File: config.mk
export PLATFORM = sky130hd
export DESIGN_NAME = fcvu_ctrl
export DESIGN_NICKNAME = d
export VERILOG_FILES = /design/src/sv/fcvu_pkg.sv /design/src/sv/fcvu_ctrl.sv
export SDC_FILE = /design/constraint.sdc
export NUM_CORES = 1
export LEC_CHECK = 0
export BUFFER_PORTS_ARGS = -buffer_cell sky130_fd_sc_hd__buf_2
export CAP_MARGIN = 10
export CORE_MARGIN = 1
export CORE_UTILIZATION = 54
export CTS_CLUSTER_DIAMETER = 50
export DETAILED_ROUTE_END_ITERATION = 10
export PLACE_DENSITY = 0.79
export REMOVE_ABC_BUFFERS = 1
export SETUP_SLACK_MARGIN = 0.3
export SLEW_MARGIN = 20
export SYNTH_ARGS = -nofsm -noshare
export SYNTH_HDL_FRONTEND = slang
export SYNTH_SLANG_ARGS = --single-unit
File: constraint.sdc
create_clock -name clk -period 2.2 [get_ports clk]
set_input_delay 0.11 -clock clk [delete_from_list [all_inputs] [get_ports clk]]
set_output_delay 0.11 -clock clk [all_outputs]
set_load 0.1 [all_outputs]
File: src/sv/fcvu_pkg.sv
// fcvu_pkg: shared types, constants and micro-program for the fly camera view update
// no dependencies; imported by the cfg interface, controller, datapath, top level and test

package fcvu_pkg;

	localparam int VALUE_WIDTH_DEF = 32;
	localparam int TRIG_ITER_DEF   = 16;

	localparam int CFG_IDX_W = 2;
	localparam logic [CFG_IDX_W-1:0] REG_LOOK_SENS  = 2'd0;
	localparam logic [CFG_IDX_W-1:0] REG_MOVE_SPEED = 2'd1;
	localparam logic [15:0] SENS_RESET  = 16'd6554;
	localparam logic [15:0] SPEED_RESET = 16'd640;

	localparam int UNIT_W   = 18;
	localparam int XY_W     = 20;
	localparam int Z_W      = 26;
	localparam int YAW_W    = 25;
	localparam int PITCH_W  = 24;
	localparam int WORK_W   = 34;
	localparam int STEP_W   = 24;
	localparam int CNT_W    = 5;
	localparam int ATAN_W   = 23;
	localparam int WRAP_STEPS = 8;
	localparam int PROG_LEN = 26;

	localparam longint ONE_Q       = 65536;
	localparam longint DEG90       = 90 * ONE_Q;
	localparam longint DEG180      = 180 * ONE_Q;
	localparam longint DEG360      = 360 * ONE_Q;
	localparam longint PITCH_LIM   = 89 * ONE_Q;
	localparam longint CORDIC_GAIN = 39797;
	localparam longint WRAP_BIAS   = 128 * DEG360;

	typedef enum logic [2:0] {
		OP_LOAD, OP_ANGLE, OP_WRAP, OP_CINIT, OP_CITER, OP_CSTORE, OP_PROG, OP_OUT
	} op_t;

	typedef struct packed {
		op_t              op;
		logic [CNT_W-1:0] idx;
		logic             pitch;
	} cmd_t;

	typedef enum logic [2:0] {A_SY, A_CY, A_STEP, A_EYE0, A_EYE1, A_EYE2} a_sel_t;

	typedef enum logic [3:0] {
		B_CP, B_SP, B_F0, B_F1, B_F2, B_R0, B_R1, B_R2, B_U0, B_U1, B_U2
	} b_sel_t;

	typedef enum logic [3:0] {
		WB_NONE, WB_F0, WB_F2, WB_U0, WB_U2, WB_EYE_ADD, WB_EYE_SUB,
		WB_ACC_LOAD, WB_ACC_ADD, WB_ROW
	} wb_t;

	typedef struct packed {
		a_sel_t     a;
		b_sel_t     b;
		wb_t        wb;
		logic [1:0] lane;
		logic [1:0] key;
	} uop_t;

	// each entry issues one product and retires the product of the entry before
	function automatic uop_t prog_uop(input logic [CNT_W-1:0] idx);
		uop_t u;
		u = '{a: A_SY, b: B_CP, wb: WB_NONE, lane: 2'd0, key: 2'd0};
		case (idx)
			5'd0:  u = '{a: A_CY,   b: B_CP, wb: WB_NONE,     lane: 2'd0, key: 2'd0};
			5'd1:  u = '{a: A_SY,   b: B_CP, wb: WB_F0,       lane: 2'd0, key: 2'd0};
			5'd2:  u = '{a: A_CY,   b: B_SP, wb: WB_F2,       lane: 2'd0, key: 2'd0};
			5'd3:  u = '{a: A_SY,   b: B_SP, wb: WB_U0,       lane: 2'd0, key: 2'd0};
			5'd4:  u = '{a: A_STEP, b: B_F0, wb: WB_U2,       lane: 2'd0, key: 2'd0};
			5'd5:  u = '{a: A_STEP, b: B_F1, wb: WB_EYE_ADD,  lane: 2'd0, key: 2'd0};
			5'd6:  u = '{a: A_STEP, b: B_F2, wb: WB_EYE_ADD,  lane: 2'd1, key: 2'd0};
			5'd7:  u = '{a: A_STEP, b: B_F0, wb: WB_EYE_ADD,  lane: 2'd2, key: 2'd0};
			5'd8:  u = '{a: A_STEP, b: B_F1, wb: WB_EYE_SUB,  lane: 2'd0, key: 2'd1};
			5'd9:  u = '{a: A_STEP, b: B_F2, wb: WB_EYE_SUB,  lane: 2'd1, key: 2'd1};
			5'd10: u = '{a: A_STEP, b: B_R0, wb: WB_EYE_SUB,  lane: 2'd2, key: 2'd1};
			5'd11: u = '{a: A_STEP, b: B_R1, wb: WB_EYE_SUB,  lane: 2'd0, key: 2'd2};
			5'd12: u = '{a: A_STEP, b: B_R2, wb: WB_EYE_SUB,  lane: 2'd1, key: 2'd2};
			5'd13: u = '{a: A_STEP, b: B_R0, wb: WB_EYE_SUB,  lane: 2'd2, key: 2'd2};
			5'd14: u = '{a: A_STEP, b: B_R1, wb: WB_EYE_ADD,  lane: 2'd0, key: 2'd3};
			5'd15: u = '{a: A_STEP, b: B_R2, wb: WB_EYE_ADD,  lane: 2'd1, key: 2'd3};
			5'd16: u = '{a: A_EYE0, b: B_R0, wb: WB_EYE_ADD,  lane: 2'd2, key: 2'd3};
			5'd17: u = '{a: A_EYE1, b: B_R1, wb: WB_ACC_LOAD, lane: 2'd0, key: 2'd0};
			5'd18: u = '{a: A_EYE2, b: B_R2, wb: WB_ACC_ADD,  lane: 2'd0, key: 2'd0};
			5'd19: u = '{a: A_EYE0, b: B_U0, wb: WB_ROW,      lane: 2'd0, key: 2'd0};
			5'd20: u = '{a: A_EYE1, b: B_U1, wb: WB_ACC_LOAD, lane: 2'd0, key: 2'd0};
			5'd21: u = '{a: A_EYE2, b: B_U2, wb: WB_ACC_ADD,  lane: 2'd0, key: 2'd0};
			5'd22: u = '{a: A_EYE0, b: B_F0, wb: WB_ROW,      lane: 2'd1, key: 2'd0};
			5'd23: u = '{a: A_EYE1, b: B_F1, wb: WB_ACC_LOAD, lane: 2'd0, key: 2'd0};
			5'd24: u = '{a: A_EYE2, b: B_F2, wb: WB_ACC_ADD,  lane: 2'd0, key: 2'd0};
			5'd25: u = '{a: A_SY,   b: B_CP, wb: WB_ROW,      lane: 2'd2, key: 2'd0};
			default: u = '{a: A_SY, b: B_CP, wb: WB_NONE,     lane: 2'd0, key: 2'd0};
		endcase
		return u;
	endfunction

	// arctangent of 2^-i in Q16.16 degrees
	function automatic logic [ATAN_W-1:0] atan_deg(input logic [CNT_W-1:0] i);
		logic [ATAN_W-1:0] r;
		case (i)
			5'd0:  r = 23'd2949120;
			5'd1:  r = 23'd1740967;
			5'd2:  r = 23'd919879;
			5'd3:  r = 23'd466945;
			5'd4:  r = 23'd234379;
			5'd5:  r = 23'd117304;
			5'd6:  r = 23'd58666;
			5'd7:  r = 23'd29335;
			5'd8:  r = 23'd14668;
			5'd9:  r = 23'd7334;
			5'd10: r = 23'd3667;
			5'd11: r = 23'd1833;
			5'd12: r = 23'd917;
			5'd13: r = 23'd458;
			5'd14: r = 23'd229;
			5'd15: r = 23'd115;
			5'd16: r = 23'd57;
			5'd17: r = 23'd29;
			5'd18: r = 23'd14;
			5'd19: r = 23'd7;
			5'd20: r = 23'd4;
			5'd21: r = 23'd2;
			5'd22: r = 23'd1;
			default: r = 23'd0;
		endcase
		return r;
	endfunction

endpackage

File: src/sv/fcvu_ctrl.sv
// fcvu_ctrl: sequencer that steps the datapath through angle update, trig and micro-program
// depends on fcvu_pkg for the command struct

module fcvu_ctrl import fcvu_pkg::*; #(
	parameter int TRIG_ITERATIONS = TRIG_ITER_DEF
) (
	input  logic clk,
	input  logic arst_n,
	input  logic in_valid,
	output logic in_ready,
	output logic out_valid,
	input  logic out_ready,
	output cmd_t cmd
);

	typedef enum logic [2:0] {
		S_IDLE, S_ANGLE, S_WRAP, S_CINIT, S_CITER, S_CSTORE, S_PROG, S_OUT
	} state_t;

	localparam logic [CNT_W-1:0] LAST_IT   = CNT_W'(TRIG_ITERATIONS - 1);
	localparam logic [CNT_W-1:0] LAST_UOP  = CNT_W'(PROG_LEN - 1);
	localparam logic [CNT_W-1:0] WRAP_TOP  = CNT_W'(WRAP_STEPS - 1);

	state_t           state_q;
	logic [CNT_W-1:0] cnt_q;
	logic             pitch_q;

	always_ff @(posedge clk or negedge arst_n) begin
		if (!arst_n) begin
			state_q <= S_IDLE;
			cnt_q   <= '0;
			pitch_q <= 1'b0;
		end else begin
			unique case (state_q)
				S_IDLE: begin
					if (in_valid) state_q <= S_ANGLE;
				end
				S_ANGLE: begin
					cnt_q   <= WRAP_TOP;
					state_q <= S_WRAP;
				end
				S_WRAP: begin
					if (cnt_q == '0) begin
						pitch_q <= 1'b0;
						state_q <= S_CINIT;
					end else begin
						cnt_q <= cnt_q - 1'b1;
					end
				end
				S_CINIT: begin
					cnt_q   <= '0;
					state_q <= S_CITER;
				end
				S_CITER: begin
					if (cnt_q == LAST_IT) state_q <= S_CSTORE;
					else cnt_q <= cnt_q + 1'b1;
				end
				S_CSTORE: begin
					if (pitch_q) begin
						cnt_q   <= '0;
						state_q <= S_PROG;
					end else begin
						pitch_q <= 1'b1;
						state_q <= S_CINIT;
					end
				end
				S_PROG: begin
					if (cnt_q == LAST_UOP) begin
						cnt_q   <= '0;
						state_q <= S_OUT;
					end else begin
						cnt_q <= cnt_q + 1'b1;
					end
				end
				S_OUT: begin
					if (out_ready) begin
						if (cnt_q[1:0] == 2'd3) state_q <= S_IDLE;
						else cnt_q <= cnt_q + 1'b1;
					end
				end
				default: state_q <= S_IDLE;
			endcase
		end
	end

	always_comb begin
		in_ready  = (state_q == S_IDLE);
		out_valid = (state_q == S_OUT);
		cmd.idx   = cnt_q;
		cmd.pitch = pitch_q;
		unique case (state_q)
			S_IDLE:   cmd.op = OP_LOAD;
			S_ANGLE:  cmd.op = OP_ANGLE;
			S_WRAP:   cmd.op = OP_WRAP;
			S_CINIT:  cmd.op = OP_CINIT;
			S_CITER:  cmd.op = OP_CITER;
			S_CSTORE: cmd.op = OP_CSTORE;
			S_PROG:   cmd.op = OP_PROG;
			S_OUT:    cmd.op = OP_OUT;
			default:  cmd.op = OP_LOAD;
		endcase
	end

endmodule

==> results of run 1 <==
[report_power, final]
part	total [mW]	switching, mW	internal (mW)
Clock	0.135	0.0653	0.0699
Sequential	0.165	0	0.165
Combinational	0.00881	0.00538	0.00343
[cell type report]
cell class / count / area, µm² / share of cell area, %
repair buffers: 25 / 155.1 / 14.16
well taps: 15 / 18.77 / 1.712
multi-input cells: 70 / 643.1 / 58.68
flip-flops and latches: 9 / 226.5 / 20.66
clock buffers: 4 / 26.28 / 2.397
inverters: 7 / 26.28 / 2.397
[cells by family after synthesis]
logic type / count (synthesis) / share of synthesized area [%]
adders and majority gates: 9 / 13.22
buffers and inverters: 11 / 6.314
xor gates and xnor gates: 3 / 3.084
DFF: 9 / 26.43
muxes: 1 / 1.321
and+or+nand+nor: 28 / 22.03
AOI/OAI and AO/OA: 29 / 27.61
[state kept, by name, summed over array words and instances (netlist names)]
signal and cells:
cnt_q 5, state_q 3, pitch_q 1
[worst max-delay path, stage by stage, from the launching register on]
cell,delay [ns]
sky130_fd_sc_hd__dfrtp_1,0.39
sky130_fd_sc_hd__ha_2,0.19
sky130_fd_sc_hd__and3_4,0.15
sky130_fd_sc_hd__ha_4,0.15
sky130_fd_sc_hd__a221o_1,0.40
sky130_fd_sc_hd__a21oi_4,0.23
sky130_fd_sc_hd__nand2_2,0.10
sky130_fd_sc_hd__o22a_1,0.19
[stage by stage]
step                TNS (ns)  hold WS, ns
detailed placement         0     -0.02327
floorplan             -3.646      -0.1856
global route               0       0.2450
finish                     0       0.2194
global placement           0     -0.02537
CTS                        0       0.2219
[Yosys cell counts (all sizes together)]
library cell / number / area share [%]
inv: 7 / 3.1
xor2: 2 / 2.1
a22o: 2 / 2.2
nor2: 5 / 2.2
o2111ai: 1 / 1.8
o22a: 2 / 2.1
a21oi: 7 / 5.4
o22ai: 1 / 0.73
a221o: 1 / 1.2
nor2b: 3 / 2.2
a2111oi: 1 / 1.2
ha: 9 / 13
nand2: 6 / 2.9
a211o: 1 / 1.2
xnor2: 1 / 1.0
buf: 3 / 2.6
and3: 1 / 0.73
and2: 1 / 0.73
nor3: 2 / 1.2
clkbuf: 1 / 0.59
nand4b: 1 / 2.8
mux2: 1 / 1.3
a31oi: 1 / 2.5
nor4b: 2 / 3.8
dfrtp: 9 / 26
and2b: 2 / 2.1
o21ai: 7 / 4.1
a21o: 1 / 0.88
o311ai: 1 / 1.0
o21a: 1 / 0.88
nand3: 2 / 1.2
o2bb2ai: 1 / 1.0
a22oi: 1 / 1.5
nand2b: 3 / 2.2
[what timing repair did]
action / 4_1_cts / 5_1_grt
setup buffers: 4 / 3
endpoints found under the setup margin: 7 / 9
gates resized for setup: 2 / 13
hold buffers: 1 / 0
hold endpoints to repair: 9 / 0
pin swaps: 5 / 7
[cell usage in the layout, fill, tap and decap left out, drive strengths merged, types with 2 or more instances in the layout]
cell / n
ha: 9
nor4b: 2
o21ai: 7
inv: 7
a22o: 2
nand3: 2
xor2: 2
a21oi: 7
o22a: 2
buf: 24
nand2: 6
nand2b: 3
and2b: 2
nor3: 2
clkbuf: 4
dfrtp: 9
nor2: 5
nor2b: 3
[metal layers]
layer	track usage, %	up-vias	wire length, µm
li1	-	372	-
met1	31.52	384	1033
met2	37.19	21	980
met3	3.913	4	77
met4	3.871	0	25
met5	0	-	0
[worst max-delay path by stage]
| stage | end | cells after the start | slack (ns) | from |
|---|---|---|---|---|
| final | cnt_q[1]$_DFFE_PN0P_ | 7 | 0.28 | cnt_q[0]$_DFFE_PN0P_ |
| after global routing | cnt_q[1]$_DFFE_PN0P_ | 7 | 0.22 | cnt_q[0]$_DFFE_PN0P_ |
| after detailed placement | cnt_q[1]$_DFFE_PN0P_ | 7 | 0.11 | cnt_q[1]$_DFFE_PN0P_ |
| after floorplan | state_q[1]$_DFFE_PN0P_ | 5 | -0.79 | state_q[1]$_DFFE_PN0P_ |
| after global placement | cnt_q[0]$_DFFE_PN0P_ | 7 | 0.19 | cnt_q[1]$_DFFE_PN0P_ |
| after CTS | state_q[0]$_DFFE_PN0P_ | 7 | 0.30 | state_q[0]$_DFFE_PN0P_ |
==> summary by stage, run 1 <==
Placed design
Routability-driven placement finished with a final weighted congestion of roughly 0.92. The number of placed instances, taps included, is roughly 120. The HPWL after detailed placement is 1375 µm.

Summing all placed instances gives a cell area of 935.9 µm². The placement-stage worst setup slack is 0.1088 ns. The number of port buffers is 14.

Synthesis
The synthesis warning total is 0. The share of the Yosys chip area taken by registers is a little over a quarter. The average cell area after synthesis is around 9.5 µm². The area of the mapped netlist is about 850 µm².

The cell count after synthesis is 90. The number of different library cells used by synthesis comes to 40. The total of flip-flops plus latches after synthesis is 9.

GRT
The first-pass GRT wire length is 3118 µm. Entering global routing, the biggest net connects 18 pins. The initial antenna violation count is 0. The total global routing overflow is 0.

The total routing resource utilization after global routing is 22.67%. The number of global-route vias before repair is between 600 and 700.

Floorplanning
The overall die width is roughly 42 µm. The placement row count is 13. The die extent in y is 41.72 µm. The core footprint is 0.001383 mm².

The die covers 0.001741 mm². Once the floorplan was initialized, standard cells occupied roughly 60% of the core. The count of boundary I/O pins is 15.

CTS
The clock transition at the register clock pins on the worst setup and hold paths after CTS is approximately 0.08 ns. CTS built an H-tree with a depth of 1. The clock drives 9 sinks. TritonCTS built the clock tree.

The clock root buffer master is sky130_fd_sc_hd__clkbuf_4. The number of buffers inserted during clock tree synthesis is 3. The maximum clock insertion buffer count is 2. The clock latency on the worst-skew pair is 0.27 ns.

Timing
On the final layout, the worst clock skew is between 0.01 and 0.015 ns. The setup slack of the critical path after layout is ~0.28 ns. In this run the tightest slew margin relative to its limit is 67.23%. Timing would allow up to 520.8 MHz. The worst path uses between 80% and 90% of the clock period. The count of final max-slew check failures is 0. The count of final setup violators is 0.

At the pin with the least slew margin, the transition time is around 0.5 ns. The routed design could run at a clock period as short as about 1.9 ns. Setup repair after global routing could not meet its margin everywhere.

The final hold violation count is 0.

Route
The first detailed-routing pass took 4 iterations. The mean routed wirelength per cell is around 16 µm. The detail-routed via count per cell is around 6.0. For this run, design rule violations remaining after detail routing come to 0. The total vias in the final route is approximately 780. After the first detailed-routing iteration, the DRC count stood at 17. The routed wire length is roughly 2100 µm. In this run the remaining antenna-violating nets after routing total 0.

Critical path
The reg-to-reg critical path startpoint is cnt_q[0]$_DFFE_PN0P_. The worst register-to-register path has a depth of 7. The worst path required time is roughly 2.4 ns. For flop-to-flop paths, the worst setup slack is 0.28 ns.

For the worst setup path, the data arrival time is around 2.1 ns. The worst setup path is launched from a flip-flop. The maximum fanout along the worst path is 5. The type of the worst setup path is flip-flop to flip-flop. In this run the critical register-to-register path is captured at cnt_q[1]$_DFFE_PN0P_. The worst setup path is captured at a flip-flop.

Pwr
The total leakage power is ~0.51 nW. In this run the power density over the cells is around 280 mW/mm². VDD sags by at most 0.4099 mV. Power comes to ~0.31 mW.

Run
The reported max-cap violation count is 0.

Final layout
The count of placed standard cells in the final layout, fillers left out is between 100 and 150. The number of inserted filler cells in the final layout is just over 90. The area of all placed cells without fillers is 0.001096 mm². The final core utilization is between 70% and 80%. Compared with the post-synthesis result, the final layout area differs by 28.63%. 0 antenna diodes ended up in the layout.

The fraction of final layout cells with drive strength greater than 1 is a little over two fifths. At the end of the flow, the number of nets in the layout was about 130.

Worst hold path
The worst hold path belongs to the class primary input to async pin.

Run status
The flow ran to the end, and the final reports show no timing, DRC or antenna violations.
No activity file was read; power rests on OpenSTA's default activity.
==> run 2, diff against run 1 <==
- ABC_AREA: unset -> 1
- CORE_ASPECT_RATIO: unset -> 1.2
- CORE_UTILIZATION: 54 -> 55
- CTS_BUF_LIST: unset -> sky130_fd_sc_hd__clkbuf_16
- PLACE_DENSITY: 0.79 -> 0.8
==> summary by stage, run 2 <==
Floorplanning
The count of boundary I/O pins is 15 (unchanged). The die area is 0.001835 mm² (was 0.001741 mm²). The effective utilization at floorplan is 61.08% (was 61.63%). The die extent in y is 46.73 µm (was 41.72 µm). The core footprint is 0.001501 mm² (was 0.001383 mm²). The overall die width is 39.28 µm (was 41.72 µm). The placement row count was 15 (was 13).

CTS
The number of levels the H-tree was split into came to 1 (unchanged). The clock transition at the register clock pins on the worst setup and hold paths after CTS came to 0.04 ns (was 0.08 ns). The clock tree from TritonCTS is yes (unchanged). The maximum clock insertion buffer count is 2 (unchanged). The clock latency on the worst-skew pair is 0.23 ns (was 0.27 ns). The buffer count from post-CTS setup fixing was 0 (was 4). The clock root buffer master is sky130_fd_sc_hd__clkbuf_16 (was sky130_fd_sc_hd__clkbuf_4).

The number of buffers inserted during clock tree synthesis is 3 (unchanged). The number of sinks on the clock net is 9 (unchanged).

Final layout
Commonest non-fill, non-tap cells in the layout: sky130_fd_sc_hd__nand2_1 (55), sky130_fd_sc_hd__inv_1 (22), sky130_fd_sc_hd__nand3_1 (15) (was sky130_fd_sc_hd__buf_2 (14), sky130_fd_sc_hd__buf_4 (10), sky130_fd_sc_hd__dfrtp_1 (8)). The post-synthesis to final-layout area growth is 19.37% (was 28.63%). The number of antenna repair diodes is 0 (unchanged). The most frequent standard cell in the layout excluding fill and tap cells was sky130_fd_sc_hd__nand2_1 (was sky130_fd_sc_hd__buf_2).

The number of inserted filler cells in the final layout is 134 (was 91). The register with the highest flop count was cnt_q (unchanged). The count of placed standard cells in the final layout, fillers left out is 184 (was 130). The final core utilization was 72.92% (was 79.28%).

The multi-input combinational cell area is 589.3 µm² (was 643.1 µm²). The flip-flop count of the largest register after layout is 5 (unchanged). The area of all placed cells without fillers is 0.001095 mm² (was 0.001096 mm²). The sequential cell area is 227.7 µm² (was 226.5 µm²). Largest registers ranked by flip-flop count: cnt_q: 5 flops, state_q: 3 flops, pitch_q: 1 flops (unchanged). The fraction of final layout cells with drive strength greater than 1 is 20.36% (was 43.48%). The final layout net count is 181 (was 129).

Critical path
The startpoint kind of the worst setup timing path was a flip-flop (unchanged). The worst path required time is 2.32 ns (was 2.36 ns). The maximum fanout along the worst path is 6 (was 5).

The data arrival time of the worst path came to 1.85 ns (was 2.08 ns). The capturing element type of the critical path is a flip-flop (unchanged). The type of the worst setup path is flip-flop to flip-flop (unchanged).

Synthesis
The sequential share of the synthesized area is 24.56% (was 26.43%). The cell count after synthesis is 150 (was 90). The synthesis warning total is 0 (unchanged). The area of the mapped netlist is 917.1 µm² (was 852.1 µm²). The average cell area after synthesis came to 6.114 µm² (was 9.467 µm²). The distinct cell type count of the synthesized netlist came to 19 (was 40). The number of enable-type register cells in the synthesized netlist was 0 (unchanged).

The share of async-settable or async-resettable flops after synthesis was 100.0% (unchanged). Post-synth top cells: sky130_fd_sc_hd__nand2_1 (55), sky130_fd_sc_hd__inv_1 (21), sky130_fd_sc_hd__nand3_1 (15) (was sky130_fd_sc_hd__dfrtp_1 (9), sky130_fd_sc_hd__ha_1 (9), sky130_fd_sc_hd__inv_1 (7)). The cell taking the most area after synthesis is sky130_fd_sc_hd__dfrtp_1 (unchanged). The primary flip-flop cell chosen by synthesis mapping is sky130_fd_sc_hd__dfrtp_1 (unchanged).

The top cell type's share of synthesized area was 24.56% (was 26.43%). Cells taking the most area after synthesis: sky130_fd_sc_hd__dfrtp_1 (25%), sky130_fd_sc_hd__nand2_1 (23%), sky130_fd_sc_hd__ha_1 (12%), sky130_fd_sc_hd__inv_1 (8.6%), sky130_fd_sc_hd__nand3_1 (8.2%) (was sky130_fd_sc_hd__dfrtp_1 (26%), sky130_fd_sc_hd__ha_1 (13%), sky130_fd_sc_hd__a21oi_1 (3.5%), sky130_fd_sc_hd__inv_1 (3.1%), sky130_fd_sc_hd__nand4b_4 (2.8%)). The most common cell in the netlist is sky130_fd_sc_hd__nand2_1. The total of flip-flops plus latches after synthesis is 9 (unchanged).

Timing
The worst hold margin is 0.2714 ns (was 0.2194 ns). Unrepaired setup endpoints after global routing: no (was yes). The highest clock frequency the design can meet came to 575.4 MHz (was 520.8 MHz).

The final hold violation count is 0 (unchanged). The clock period minus final worst setup slack is 1.738 ns (was 1.920 ns). The count of final max-slew check failures is 0 (unchanged). The remaining max-slew budget at the tightest pin was 67.52% (was 67.23%). The actual slew at the worst max-slew pin was 0.4906 ns (was 0.4949 ns). The count of final setup violators is 0 (unchanged). The clock tree skew after final layout is 0.0007411 ns (was 0.01468 ns).

The final worst-path cycle share is 79.00% (was 87.28%).

Route
The starting DRC count in detailed routing was 18 (was 17). The mean routed wirelength per cell is 11.47 µm (was 16.28 µm). The count of antenna-violating nets left after detailed routing is 0 (unchanged). The total iterations of the first detailed-routing run is 5 (was 4). The routed wire length is 2111 µm (was 2117 µm). The total vias in the final route is 958 (was 781). The post-route DRC violation count is 0 (unchanged).

The detail-routed via count per cell was 5.207 (was 6.008).

Run status
Run status: finished, final reports clean (unchanged).

Placed design
The HPWL after detailed placement came to 1688 µm (was 1375 µm). The total placed cells including tap cells is 179 (was 118). The number of port buffers is 14 (unchanged). The instance area at placement is 996.0 µm² (was 935.9 µm²). The final RePlAce weighted congestion is 0.7934 (was 0.9237).

Worst hold path
The type of the worst min-delay path is primary input to async pin (unchanged).

Run
The reported max-cap violation count was 0 (unchanged).

GRT
The initial antenna violation count came to 0 (unchanged). The number of global-route vias before repair is 827 (was 693). The first-pass GRT wire length is 3422 µm (was 3118 µm). The total global routing overflow came to 0 (unchanged).

The total routing resource utilization after global routing was 27.53% (was 22.67%). The pin count of the biggest net entering global routing was 11 (was 18).
## run 2: changes by cell type after synthesis, moves of 3 or more
cell	change
sky130_fd_sc_hd__nand2_1	+50
sky130_fd_sc_hd__o21ai_1	-3
sky130_fd_sc_hd__nand3_1	+13
sky130_fd_sc_hd__nand4_1	+4
sky130_fd_sc_hd__inv_1	+14
sky130_fd_sc_hd__nor2_1	+9
sky130_fd_sc_hd__a21oi_1	-3
sky130_fd_sc_hd__inv_2	+5
sky130_fd_sc_hd__nand2b_1	-3
sky130_fd_sc_hd__nor2b_1	-3
## run 2: cell families (layout without fill, tap and decap cells)
group           after synthesis  in the layout  share of synthesized area [%]
xor+xnor                      1              1                         0.9552
simple gates                 97             97                          46.52
fa+ha+maj                     9              9                          12.28
compound gates                6              6                          3.683
buf+inv                      28             45                          12.01
flops                         9              9                          24.56
## run 2: worst max-delay path, cell delays in order (launching register included)
cell                      delay (ns)
sky130_fd_sc_hd__dfrtp_1        0.42
sky130_fd_sc_hd__ha_2           0.24
sky130_fd_sc_hd__inv_1          0.07
sky130_fd_sc_hd__nor3_1         0.16
sky130_fd_sc_hd__ha_1           0.20
sky130_fd_sc_hd__inv_1          0.06
sky130_fd_sc_hd__nand2_1        0.08
sky130_fd_sc_hd__o21ai_2        0.07
sky130_fd_sc_hd__nor2_4         0.13
sky130_fd_sc_hd__nand2_2        0.08
sky130_fd_sc_hd__nand2_1        0.06
sky130_fd_sc_hd__nand2_1        0.05
## run 2: stage by stage
step	setup WS, ns	TNS (ns)
floorplan	-0.4858	-3.093
global placement	0.5382	0
detailed placement	0.4073	0
CTS	0.3930	0
global route	0.3341	0
finish	0.4620	0
## run 2: final cells by class
class	instances	share of cell area [%]
Clock buffer	3	6.857
Clock inverter	1	0.3429
Inverter	26	8.914
Multi-Input combinational cell	113	53.83
Sequential cell	9	20.80
Tap cell	17	1.943
Timing Repair Buffer	15	7.314
## run 2: per-layer routing
layer / track usage (%) / up-vias / wire length (µm)
met5: 0 / - / 0
met4: 10.34 / 0 / 21
met3: 4.265 / 2 / 63
met2: 47.00 / 22 / 1048
met1: 34.95 / 439 / 977
li1: - / 495 / -
## run 2: timing repair
action,in CTS,in global routing
endpoints found under the setup margin,0,4
hold buffers,1,0
endpoints found under the hold margin,9,0
resized for setup,0,4
## run 2: final timing paths
| check | endpoint | startpoint | cells past startpoint | slack (ns) |
|---|---|---|---|---|
| worst max-delay path | state_q[0]$_DFFE_PN0P_ | cnt_q[1]$_DFFE_PN0P_ | 11 | 0.46 |
| worst min-delay path | cnt_q[4]$_DFFE_PN0P_ | arst_n | 2 | 0.27 |
| worst max register to register | state_q[0]$_DFFE_PN0P_ | cnt_q[1]$_DFFE_PN0P_ | 11 | 0.46 |
| worst min register to register | state_q[1]$_DFFE_PN0P_ | state_q[1]$_DFFE_PN0P_ | 2 | 0.55 |
| max in group asynchronous | cnt_q[0]$_DFFE_PN0P_ | arst_n | 2 | 1.74 |
| min in group clk | state_q[2]$_DFFE_PN0P_ | in_valid | 5 | 0.37 |
Power of run 2 is left out: the tool's default activity adds up to more than one toggle a clock period on the data nets, which glitch-free logic cannot reach.
